## src/design/ael_pkg.sv

```systemverilog
`timescale 1ns / 1ps
// ----------------------------------------------------------------------------
// ael_pkg
// Shared codes and constants for the arithmetic expression lexer.
// ----------------------------------------------------------------------------
package ael_pkg;

  localparam int unsigned MAX_TEXT_DEFAULT = 4096;
  localparam int unsigned FIFO_DEPTH       = 4;

  localparam int unsigned KIND_W  = 4;
  localparam int unsigned VALUE_W = 31;

  localparam logic [VALUE_W-1:0] VALUE_MAX = {VALUE_W{1'b1}};

  // token kinds
  localparam logic [KIND_W-1:0] KIND_NUMBER = 4'd0;
  localparam logic [KIND_W-1:0] KIND_SPACE  = 4'd1;
  localparam logic [KIND_W-1:0] KIND_PLUS   = 4'd2;
  localparam logic [KIND_W-1:0] KIND_MINUS  = 4'd3;
  localparam logic [KIND_W-1:0] KIND_STAR   = 4'd4;
  localparam logic [KIND_W-1:0] KIND_SLASH  = 4'd5;
  localparam logic [KIND_W-1:0] KIND_LPAREN = 4'd6;
  localparam logic [KIND_W-1:0] KIND_RPAREN = 4'd7;
  localparam logic [KIND_W-1:0] KIND_BAD    = 4'd8;
  localparam logic [KIND_W-1:0] KIND_EOF    = 4'd9;

  // open run codes
  localparam logic [1:0] RUN_NONE   = 2'd0;
  localparam logic [1:0] RUN_NUMBER = 2'd1;
  localparam logic [1:0] RUN_SPACE  = 2'd2;

  // command codes
  localparam logic CMD_CHAR = 1'b0;
  localparam logic CMD_END  = 1'b1;

  // characters
  localparam logic [7:0] CH_PLUS   = 8'h2B;
  localparam logic [7:0] CH_MINUS  = 8'h2D;
  localparam logic [7:0] CH_STAR   = 8'h2A;
  localparam logic [7:0] CH_SLASH  = 8'h2F;
  localparam logic [7:0] CH_LPAREN = 8'h28;
  localparam logic [7:0] CH_RPAREN = 8'h29;
  localparam logic [7:0] CH_ZERO   = 8'h30;
  localparam logic [7:0] CH_NINE   = 8'h39;
  localparam logic [7:0] CH_TAB    = 8'h09;
  localparam logic [7:0] CH_CR     = 8'h0D;
  localparam logic [7:0] CH_SPACE  = 8'h20;

endpackage

```

## src/design/arith_expression_lexer.sv

```systemverilog
`timescale 1ns / 1ps
// ----------------------------------------------------------------------------
// arith_expression_lexer
// Streaming tokenizer: bytes in, number/space/operator/bad/eof tokens out.
// ----------------------------------------------------------------------------
// channel | direction | handshake          | payload
// input   | in        | in_valid/in_stall   | command, ch
// output  | out       | out_valid/out_stall | token_kind, start_pos, token_len,
//         |           |                     | number_value, overflow, token_char, last
//
// one request is taken per cycle while in_stall is low; its tokens are formed in
// the same cycle and written into a four-entry result queue, which drains one
// token per cycle while out_stall is low. a request that closes a run and also
// emits a token writes two entries, so in_stall rises while fewer than two queue
// entries are free. tokens reach the output from the registered queue, in order.
// synchronous reset empties the queue and closes any open run at position 0.
// ----------------------------------------------------------------------------
module arith_expression_lexer
  import ael_pkg::*;
#(
  parameter int unsigned MAX_TEXT = MAX_TEXT_DEFAULT
) (
  input  logic                         clk,
  input  logic                         rst,
  input  logic                         in_valid,
  output logic                         in_stall,
  input  logic                         command,
  input  logic [7:0]                   ch,
  output logic                         out_valid,
  input  logic                         out_stall,
  output logic [KIND_W-1:0]            token_kind,
  output logic [$clog2(MAX_TEXT)-1:0]  start_pos,
  output logic [$clog2(MAX_TEXT+1)-1:0] token_len,
  output logic [VALUE_W-1:0]           number_value,
  output logic                         overflow,
  output logic [7:0]                   token_char,
  output logic                         last
);

  localparam int unsigned PW   = $clog2(MAX_TEXT);
  localparam int unsigned LW   = $clog2(MAX_TEXT + 1);
  localparam int unsigned AW   = $clog2(FIFO_DEPTH);
  localparam int unsigned CW   = $clog2(FIFO_DEPTH + 1);
  localparam logic [PW-1:0] POS_LIMIT = PW'(MAX_TEXT - 1);
  localparam logic [LW-1:0] LEN_LIMIT = LW'(MAX_TEXT);

  typedef struct packed {
    logic [KIND_W-1:0]  kind;
    logic [PW-1:0]      start;
    logic [LW-1:0]      len;
    logic [VALUE_W-1:0] value;
    logic               ovf;
    logic [7:0]         chr;
    logic               last;
  } tok_t;

  // run state
  logic [1:0]         run_kind;
  logic [PW-1:0]      run_start;
  logic [LW-1:0]      run_length;
  logic [VALUE_W-1:0] run_value;
  logic               run_overflow;
  logic [PW-1:0]      char_position;

  // result queue
  tok_t               fifo_mem [FIFO_DEPTH];
  logic [AW-1:0]      wr_ptr;
  logic [AW-1:0]      rd_ptr;
  logic [CW-1:0]      count;

  logic               in_accept;
  logic               out_accept;
  logic [1:0]         cls;
  logic [3:0]         digit;
  logic [VALUE_W+3:0] value_prod;
  logic [VALUE_W-1:0] value_next;
  logic               overflow_next;
  logic [KIND_W-1:0]  single_kind;
  logic               close_run;
  logic               has_a;
  logic               has_b;
  tok_t               tok_a;
  tok_t               tok_b;
  tok_t               slot0;
  logic [1:0]         n_push;

  assign in_accept  = in_valid && !in_stall;
  assign out_accept = out_valid && !out_stall;
  assign in_stall   = (count > CW'(FIFO_DEPTH - 2));
  assign out_valid  = (count != '0);

  // character class
  always_comb begin
    if (ch >= CH_ZERO && ch <= CH_NINE) begin
      cls = RUN_NUMBER;
    end else if ((ch >= CH_TAB && ch <= CH_CR) || ch == CH_SPACE) begin
      cls = RUN_SPACE;
    end else begin
      cls = RUN_NONE;
    end
  end

  always_comb begin
    unique case (ch)
      CH_PLUS:   single_kind = KIND_PLUS;
      CH_MINUS:  single_kind = KIND_MINUS;
      CH_STAR:   single_kind = KIND_STAR;
      CH_SLASH:  single_kind = KIND_SLASH;
      CH_LPAREN: single_kind = KIND_LPAREN;
      CH_RPAREN: single_kind = KIND_RPAREN;
      default:   single_kind = KIND_BAD;
    endcase
  end

  // value * 10 + digit with saturation
  assign digit      = ch[3:0];
  assign value_prod = ({4'b0, run_value} << 3) + ({4'b0, run_value} << 1)
                      + (VALUE_W+4)'(digit);
  always_comb begin
    if (value_prod > (VALUE_W+4)'(VALUE_MAX)) begin
      value_next    = VALUE_MAX;
      overflow_next = 1'b1;
    end else begin
      value_next    = value_prod[VALUE_W-1:0];
      overflow_next = run_overflow;
    end
  end

  // tokens for the current request
  always_comb begin
    close_run = (run_kind != RUN_NONE) && ((command == CMD_END) || (cls != run_kind));
    has_a     = close_run;
    has_b     = (command == CMD_END) || (cls == RUN_NONE);

    tok_a.kind  = (run_kind == RUN_NUMBER) ? KIND_NUMBER : KIND_SPACE;
    tok_a.start = run_start;
    tok_a.len   = run_length;
    tok_a.value = (run_kind == RUN_NUMBER) ? run_value : '0;
    tok_a.ovf   = (run_kind == RUN_NUMBER) ? run_overflow : 1'b0;
    tok_a.chr   = '0;
    tok_a.last  = !has_b;

    if (command == CMD_END) begin
      tok_b.kind = KIND_EOF;
      tok_b.len  = '0;
      tok_b.chr  = '0;
    end else begin
      tok_b.kind = single_kind;
      tok_b.len  = LW'(1);
      tok_b.chr  = ch;
    end
    tok_b.start = char_position;
    tok_b.value = '0;
    tok_b.ovf   = 1'b0;
    tok_b.last  = 1'b1;

    slot0  = has_a ? tok_a : tok_b;
    n_push = {1'b0, has_a} + {1'b0, has_b};
  end

  // run state update
  always_ff @(posedge clk) begin
    if (rst) begin
      run_kind      <= RUN_NONE;
      run_start     <= '0;
      run_length    <= '0;
      run_value     <= '0;
      run_overflow  <= 1'b0;
      char_position <= '0;
    end else if (in_accept) begin
      if (command == CMD_END) begin
        run_kind      <= RUN_NONE;
        run_start     <= '0;
        run_length    <= '0;
        run_value     <= '0;
        run_overflow  <= 1'b0;
        char_position <= '0;
      end else begin
        if (cls == RUN_NONE) begin
          run_kind     <= RUN_NONE;
          run_length   <= '0;
          run_value    <= '0;
          run_overflow <= 1'b0;
        end else if (cls == run_kind) begin
          if (run_length < LEN_LIMIT) begin
            run_length <= run_length + LW'(1);
          end
          if (cls == RUN_NUMBER) begin
            run_value    <= value_next;
            run_overflow <= overflow_next;
          end
        end else begin
          // a new run opens here
          run_kind     <= cls;
          run_start    <= char_position;
          run_length   <= LW'(1);
          run_value    <= (cls == RUN_NUMBER) ? VALUE_W'(digit) : '0;
          run_overflow <= 1'b0;
        end
        if (char_position < POS_LIMIT) begin
          char_position <= char_position + PW'(1);
        end
      end
    end
  end

  // result queue payload
  always_ff @(posedge clk) begin
    if (in_accept) begin
      fifo_mem[wr_ptr] <= slot0;
      if (has_a && has_b) begin
        fifo_mem[wr_ptr + AW'(1)] <= tok_b;
      end
    end
  end

  always_ff @(posedge clk) begin
    if (rst) begin
      wr_ptr <= '0;
      rd_ptr <= '0;
      count  <= '0;
    end else begin
      if (in_accept) begin
        wr_ptr <= wr_ptr + AW'(n_push);
      end
      if (out_accept) begin
        rd_ptr <= rd_ptr + AW'(1);
      end
      count <= count + (in_accept ? CW'(n_push) : CW'(0)) - (out_accept ? CW'(1) : CW'(0));
    end
  end

  assign token_kind   = fifo_mem[rd_ptr].kind;
  assign start_pos    = fifo_mem[rd_ptr].start;
  assign token_len    = fifo_mem[rd_ptr].len;
  assign number_value = fifo_mem[rd_ptr].value;
  assign overflow     = fifo_mem[rd_ptr].ovf;
  assign token_char   = fifo_mem[rd_ptr].chr;
  assign last         = fifo_mem[rd_ptr].last;

  // queue never overfills
  a_count_bound: assert property (@(posedge clk) disable iff (rst)
    count <= CW'(FIFO_DEPTH))
    else $error("result queue overfilled");

  // end of text leaves the block at position zero with no open run
  a_end_clears: assert property (@(posedge clk) disable iff (rst)
    (in_accept && command == CMD_END) |=> (char_position == '0 && run_kind == RUN_NONE))
    else $error("end of text did not clear run state");

  // no open run means no leftover length or value
  a_idle_run: assert property (@(posedge clk) disable iff (rst)
    (run_kind == RUN_NONE) |-> (run_length == '0 && run_value == '0 && !run_overflow))
    else $error("closed run holds stale data");

  // a queued token always has a legal kind
  a_kind_legal: assert property (@(posedge clk) disable iff (rst)
    out_valid |-> (token_kind <= KIND_EOF))
    else $error("illegal token kind at output");

endmodule

```

## config.mk

```make
export PLATFORM = sky130hd
export DESIGN_NAME = arith_expression_lexer
export DESIGN_NICKNAME = d
export VERILOG_FILES = /design/src/design/ael_pkg.sv /design/src/design/arith_expression_lexer.sv
export SDC_FILE = /design/constraint.sdc
export NUM_CORES = 1
export LEC_CHECK = 0
export ABC_AREA = 1
export BUFFER_PORTS_ARGS = -buffer_cell sky130_fd_sc_hd__buf_2
export CAP_MARGIN = 5
export CORE_MARGIN = 8
export CORE_UTILIZATION = 35
export DETAILED_ROUTE_END_ITERATION = 10
export GPL_ROUTABILITY_DRIVEN = 0
export SLEW_MARGIN = 40
export SYNTH_ARGS = -nofsm -noshare
export SYNTH_HDL_FRONTEND = slang
export SYNTH_SLANG_ARGS = --single-unit
```

## constraint.sdc

```tcl
create_clock -name clk -period 5.09 [get_ports clk]
set_input_delay 1.018 -clock clk [delete_from_list [all_inputs] [get_ports clk]]
set_output_delay 1.018 -clock clk [all_outputs]
set_load 0.1 [all_outputs]
```

Word-level counts from Yosys, hierarchy flattened
Memories as Yosys holds them, arrays and structs flattened. A register that Yosys moved wholly into a read port is not among the register bits.
Cells that the tools add are included.
{"block": "totals", "ff_bits": 78, "ramBits": 280, "input_bits": 13, "output_inout_bits": 72, "elab_cells": 109, "mem_count": 1}
{"memory": "fifo_mem", "words": 4, "word_bits": 70, "rd": 1, "rd_clocked_by_memory_dff": 1, "wr": 2, "line_no": "arith_expression_lexer.sv:66", "rtl": "tok_t fifo_mem [FIFO_DEPTH];"}
{"block": "classes", "n_addsub": 10, "order_cmp": 8, "n_eq_ne": 17, "muxes": 42, "n_reduce_logical": 22}
{"cell": "two-way mux 31 bit", "n": 6}
{"cell": "two-way mux 70 bit", "n": 1}
{"cell": "two-way mux 12 bit", "n": 5}
{"cell": "equality test 8 x 6 -> 1 bit (second input constant)", "n": 7}
{"cell": "two-way mux 13 bit", "n": 4}
{"cell": "adder 34 x 32 -> 35 bit", "n": 1}
{"cell": "adder 35 x 4 -> 35 bit", "n": 1}
{"cell": "> comparator 35 x 31 -> 1 bit (second input constant)", "n": 1}
{"cell": "case mux 4 bit (6 select lines)", "n": 1}
{"cell": "two-way mux 2 bit", "n": 8}
{"cell": "two-way mux 1 bit", "n": 14}
{"cell": "adder 13 x 1 -> 13 bit (second input constant)", "n": 1}
{"cell": "less-than comparator 13 bit (second input constant)", "n": 1}
{"cell": "adder 12 x 1 -> 12 bit (second input constant)", "n": 1}
{"cell": "less-than comparator 12 bit (second input constant)", "n": 1}
{"cell": "greater-or-equal comparator 8 x 4 -> 1 bit (second input constant)", "n": 1}
{"cell": "greater-or-equal comparator 8 x 6 -> 1 bit (second input constant)", "n": 1}
{"cell": "less-or-equal comparator 8 x 4 -> 1 bit (second input constant)", "n": 1}
{"cell": "less-or-equal comparator 8 x 6 -> 1 bit (second input constant)", "n": 1}
{"cell": "two-way mux 4 bit", "n": 2}
{"cell": "two-way mux 8 bit", "n": 1}
{"cell": "inequality test 4 x 3 -> 1 bit (second input constant)", "n": 2}
{"cell": "AND reduction 2 bit", "n": 4}
{"cell": "logical AND 1 bit", "n": 6}
{"cell": "18 further kinds", "n": 27}

Depth between registers and ports, before layout
{"block": "logic_depth", "word_depth": 12, "ltp_mapped": 22, "ltp_nobuf": 21}

Least setup slack after synthesis
Ideal clock, no wire load.
{"block": "synth_path", "path_type": "input to register", "startpoint": "input ch[6]", "endpoint": "memory fifo_mem[0][67] (netlist name) (data pin)", "setup_time_ns": 0.268, "t_arrival_ns": 3.668, "t_required_ns": 4.822, "slack_ns": 1.155, "cell_stages": 19, "path_buffers": 2, "cell_sequence": "nor2_1 -> nand2_1 -> nor2_1 -> nand2_1 -> nand3_1 -> nand2_2 -> nor2_8 -> nand2_4 -> o21ai_4 -> inv_2 -> buf_4 -> ha_1 -> inv_1 -> nor2_1 -> inv_2 -> nand2_1 -> o21ai_1 -> buf_2 -> nor2_1"}
{"item": "start, declared", "line_no": "arith_expression_lexer.sv:28", "rtl": "input logic [7:0] ch,"}
{"item": "end, declared", "line_no": "arith_expression_lexer.sv:66"}

==> results <==
- TritonCTS built the clock tree.
- Clock latency on the worst-skew pair, taken at its later pin, is 0.53 ns.
- The peak ir drop on the vdd network is between 0.2 and 0.3 mV.
- The synthesized netlist contains 44 unique library cells.
- The area added between synthesis and finish is 12.7%.
- The number of primary I/O pins is 85.
- The mean routed wirelength per cell is about 18 um.
- The measured slew at the worst slew-check pin is 0.846 ns.
- The largest single stage delay on the critical path is roughly 0.56 ns.
- Setup repair after global routing left no endpoint under its margin.
- Counting flops with an async set or reset pin after synthesis yields a share of 0%.
- The number of global-route vias before repair is 15300.
- Measured on the finished design, the core utilization comes to roughly two fifths.
- The DRC violations left is 0.
- The hold violation count in the final report is 0.
- The kind of critical path is flop to output port.
- The number of buffers and inverters on the critical path is 3.
- The library cell used most frequently in the layout, excluding fill and tap cells, is nand2_1.
- The number of nets in the synthesized netlist is 2375.
- The setup clock skew after layout is 0.0166 ns.
- The via-per-instance ratio is around 5.3.
- The critical path goes through inv_4 > buf_12 > o21ai_0 > o22ai_1 > buf_2.
- The path depth of the worst reg2reg path is 15.
- The initial utilization of the core area, before any placement, comes to a little over a third.
- From left edge to right edge, the die measures 241 um.
- The prevailing post-synth register cell is dfxtp_1.
- The number of storage elements in the synthesis netlist is 360.
- Static timing analysis puts the maximum clock frequency at 248 MHz.
- The core area is 0.0502 mm^2.
- The die is 241 um tall.
- The final layout net count is approximately 2400.
- The number of warnings reported in the yosys synthesis log is 0.
- The global-route usage over all layers is around 18%.
- The run finished with clean final reports.
- The cell sitting at the root of the clock tree is a clkbuf_16.
- The power consumption is ~9.5 mW.
- After synthesis, the largest family of logic cells by area is simple AND/OR/NAND/NOR gates.
- The overall overflow remaining after global route is 0.
- The power per unit of standard cell area is roughly 480 mW/mm^2.
- The critical path required time is ~4.1 ns.
- The area fraction in compound gates after synthesis is 20.0%.
- The total wire length is between 50000 and 60000 um.
- The worst pin sits at a relative slew slack of 43.6%.
- Entering global routing, the biggest net connects 73 pins.
- The arithmetic-cell share of the synthesized area counting full adders, half adders and majority gates is about 5.2%.
- The detailed router finished its first iteration with between 1000 and 1500 violations.
- The count of maximum capacitance violations is 0.
- Hold is met by between 0.4 and 0.5 ns.
- The design area is around 0.020 mm^2.
- The cell area reported after detailed placement is around 0.019 mm^2.
- The worst path needs around 4.0 ns of the cycle, external delays included.
- Along the worst path, the maximum fanout reaches 72.
- The average cell area after synthesis is 7.76 um^2.
- Once detailed placement completed, the half-perimeter wirelength came to about 34000 um.
- The worst setup path is captured at an output port.
- In this run the remaining antenna-violating nets after routing total 0.
- The worst hold path belongs to the class flop to flop.
- The final count of negative-setup-slack endpoints is 0.
- Of the total synthesized cell area, the portion taken by XOR and XNOR cells is approximately 1.2%.
- The setup TNS is 0 ns.
- The standby leakage power is around 8.1 nW.
- The initialized floorplan defines 82 standard-cell rows.
- Including well taps, the total number of placed cells is between 2000 and 3000.
- Counting the buffers created by CTS gives 39.
- The number of input and output port buffers inserted is 84.
- Along the worst hold path, the cell count comes to 2.
- The share of layout cells above drive strength 1 is between 10% and 20%.
- The number of gates resized after CTS was 0.
- The first-pass iteration count of the detailed router is 5.
- The top cell types in the final layout, fill and taps aside, are nand2_1 (495), o21ai_0 (320), nor2_1 (272).
- The setup fix buffers added after clock tree synthesis is 0.
- The routed layout has roughly 16000 vias.
- The full die area is just under 0.06 mm^2.
- The post-synthesis share of cell area spent on and, or, nand and nor gates is between 20% and 30%.
- The number of stages on the worst setup path is 5.
- The count of clock tree sinks is between 300 and 400.
- In the synthesized netlist, mux cells make up 0% of the area.
- Counting flops with a built-in enable in the synthesized netlist gives 100.
- The max-slew violation count is 0.
- The kind of cell with the highest combined delay on the critical path is buffers and inverters.
- The finished layout holds just over 3000 standard cells, fillers aside.
- In this run the deepest clock path goes through 3 buffers.
- After synthesis the cells add up to ~0.018 mm^2.
- The worst slack after detailed placement is around 0.57 ns.
- The first-pass GRT wire length is around 84000 um.
- The number of instances in the synthesized netlist is between 2000 and 2500.
- The post-route clock period utilization is ~79%.
- After clock tree synthesis, the clock-pin slew on the worst setup and hold paths is 0.06 ns.
- The startpoint kind of the worst setup timing path is a flop.
- The quantity of hold-fixing buffers added after cts is 0.
- The critical path's slowest cell is inv_4.
- The number of levels in the clock H-tree is 2.
- The final worst slack is around 1.1 ns.
- The arrival time reported for the critical path endpoint is 3.01 ns.
- The number of antenna violations at the first check in global routing is 4.
- For this run, the register share of the synthesized area comes to a little under half.
-- worst min-delay path, stage by stage (launching register included) --
cell and delay [ns]:
dfxtp_1 0.32, nand2_1 0.05, o21ai_0 0.05
-- synthesized netlist by cell type (6+ instances only) --
library cell  instances  area, um^2
nor2_1              275        1030
ha_1                 69         863
buf_2                12        60.1
nand3_1              83         415
nand2_2               6        37.5
a21oi_2              23         201
o22ai_1             126         788
dfxtp_1             260        5200
o21ai_2              13         114
a21boi_0              6        45.0
nand2_1             495        1860
a21oi_1              84         420
o21bai_1              6        45.0
o21ai_1              25         125
edfxtp_1            100        3000
nor3_1               24         120
a22oi_1              15         113
inv_2                20        75.1
o21ai_0             320        1600
xnor2_1               6        52.6
clkbuf_1             96         360
inv_1               155         582
xor2_1               18         158
nand4_1               6        37.5
-- final cells by class --
class                           count  area (um^2)
Clock inverter                     14          119
Tap cell                          672          841
Multi-Input combinational cell   1635         8420
Timing Repair Buffer              112          647
Antenna cell                        2         5.00
Fill cell                        5101        30100
Clock buffer                       55         1120
Inverter                          175          659
Sequential cell                   360         8210
-- worst paths after layout --
kind                   startpoint  slack [ns]                to
hold reg to reg   fifo_mem[1][11]        0.45   fifo_mem[1][11]
setup / recovery             flop        1.06  number_value[28]
setup reg to reg     run_value[0]        1.37      run_value[6]
hold / removal    fifo_mem[1][11]        0.45   fifo_mem[1][11]
-- cells by family after synthesis --
group                      after synthesis
AOI/OAI and AO/OA                      629
xor gates and xnor gates                24
adders and majority gates               72
buffers and inverters                  295
DFF                                    360
and+or+nand+nor                        910
-- power by group --
part / total (mW) / switching, mW / leakage [nW] / internal, mW
clock network: 2.76 / 1.16 / 0.623 / 1.60
registers: 3.26 / 0.119 / 2.99 / 3.14
logic: 3.51 / 2.95 / 4.48 / 0.559
-- state kept, by name, indices dropped and copies added (netlist names), named ones only --
| signal | count |
|---|---|
| count | 3 |
| run_kind | 2 |
| run_start | 12 |
| run_value | 31 |
| rd_ptr | 2 |
| wr_ptr | 2 |
| char_position | 12 |
| run_length | 13 |
| fifo_mem | 280 |
| run_overflow | 1 |
-- per-layer routing --
layer | up-vias | part of all wire (%) | global-route usage (%)
met5 | - | 0.041 | 0
met3 | 78 | 6.5 | 2.45
met4 | 4 | 2.0 | 4.79
li1 | 7814 | - | -
met1 | 7650 | 45 | 24.2
met2 | 482 | 46 | 29.8
(Power assumes the default switching activity.)
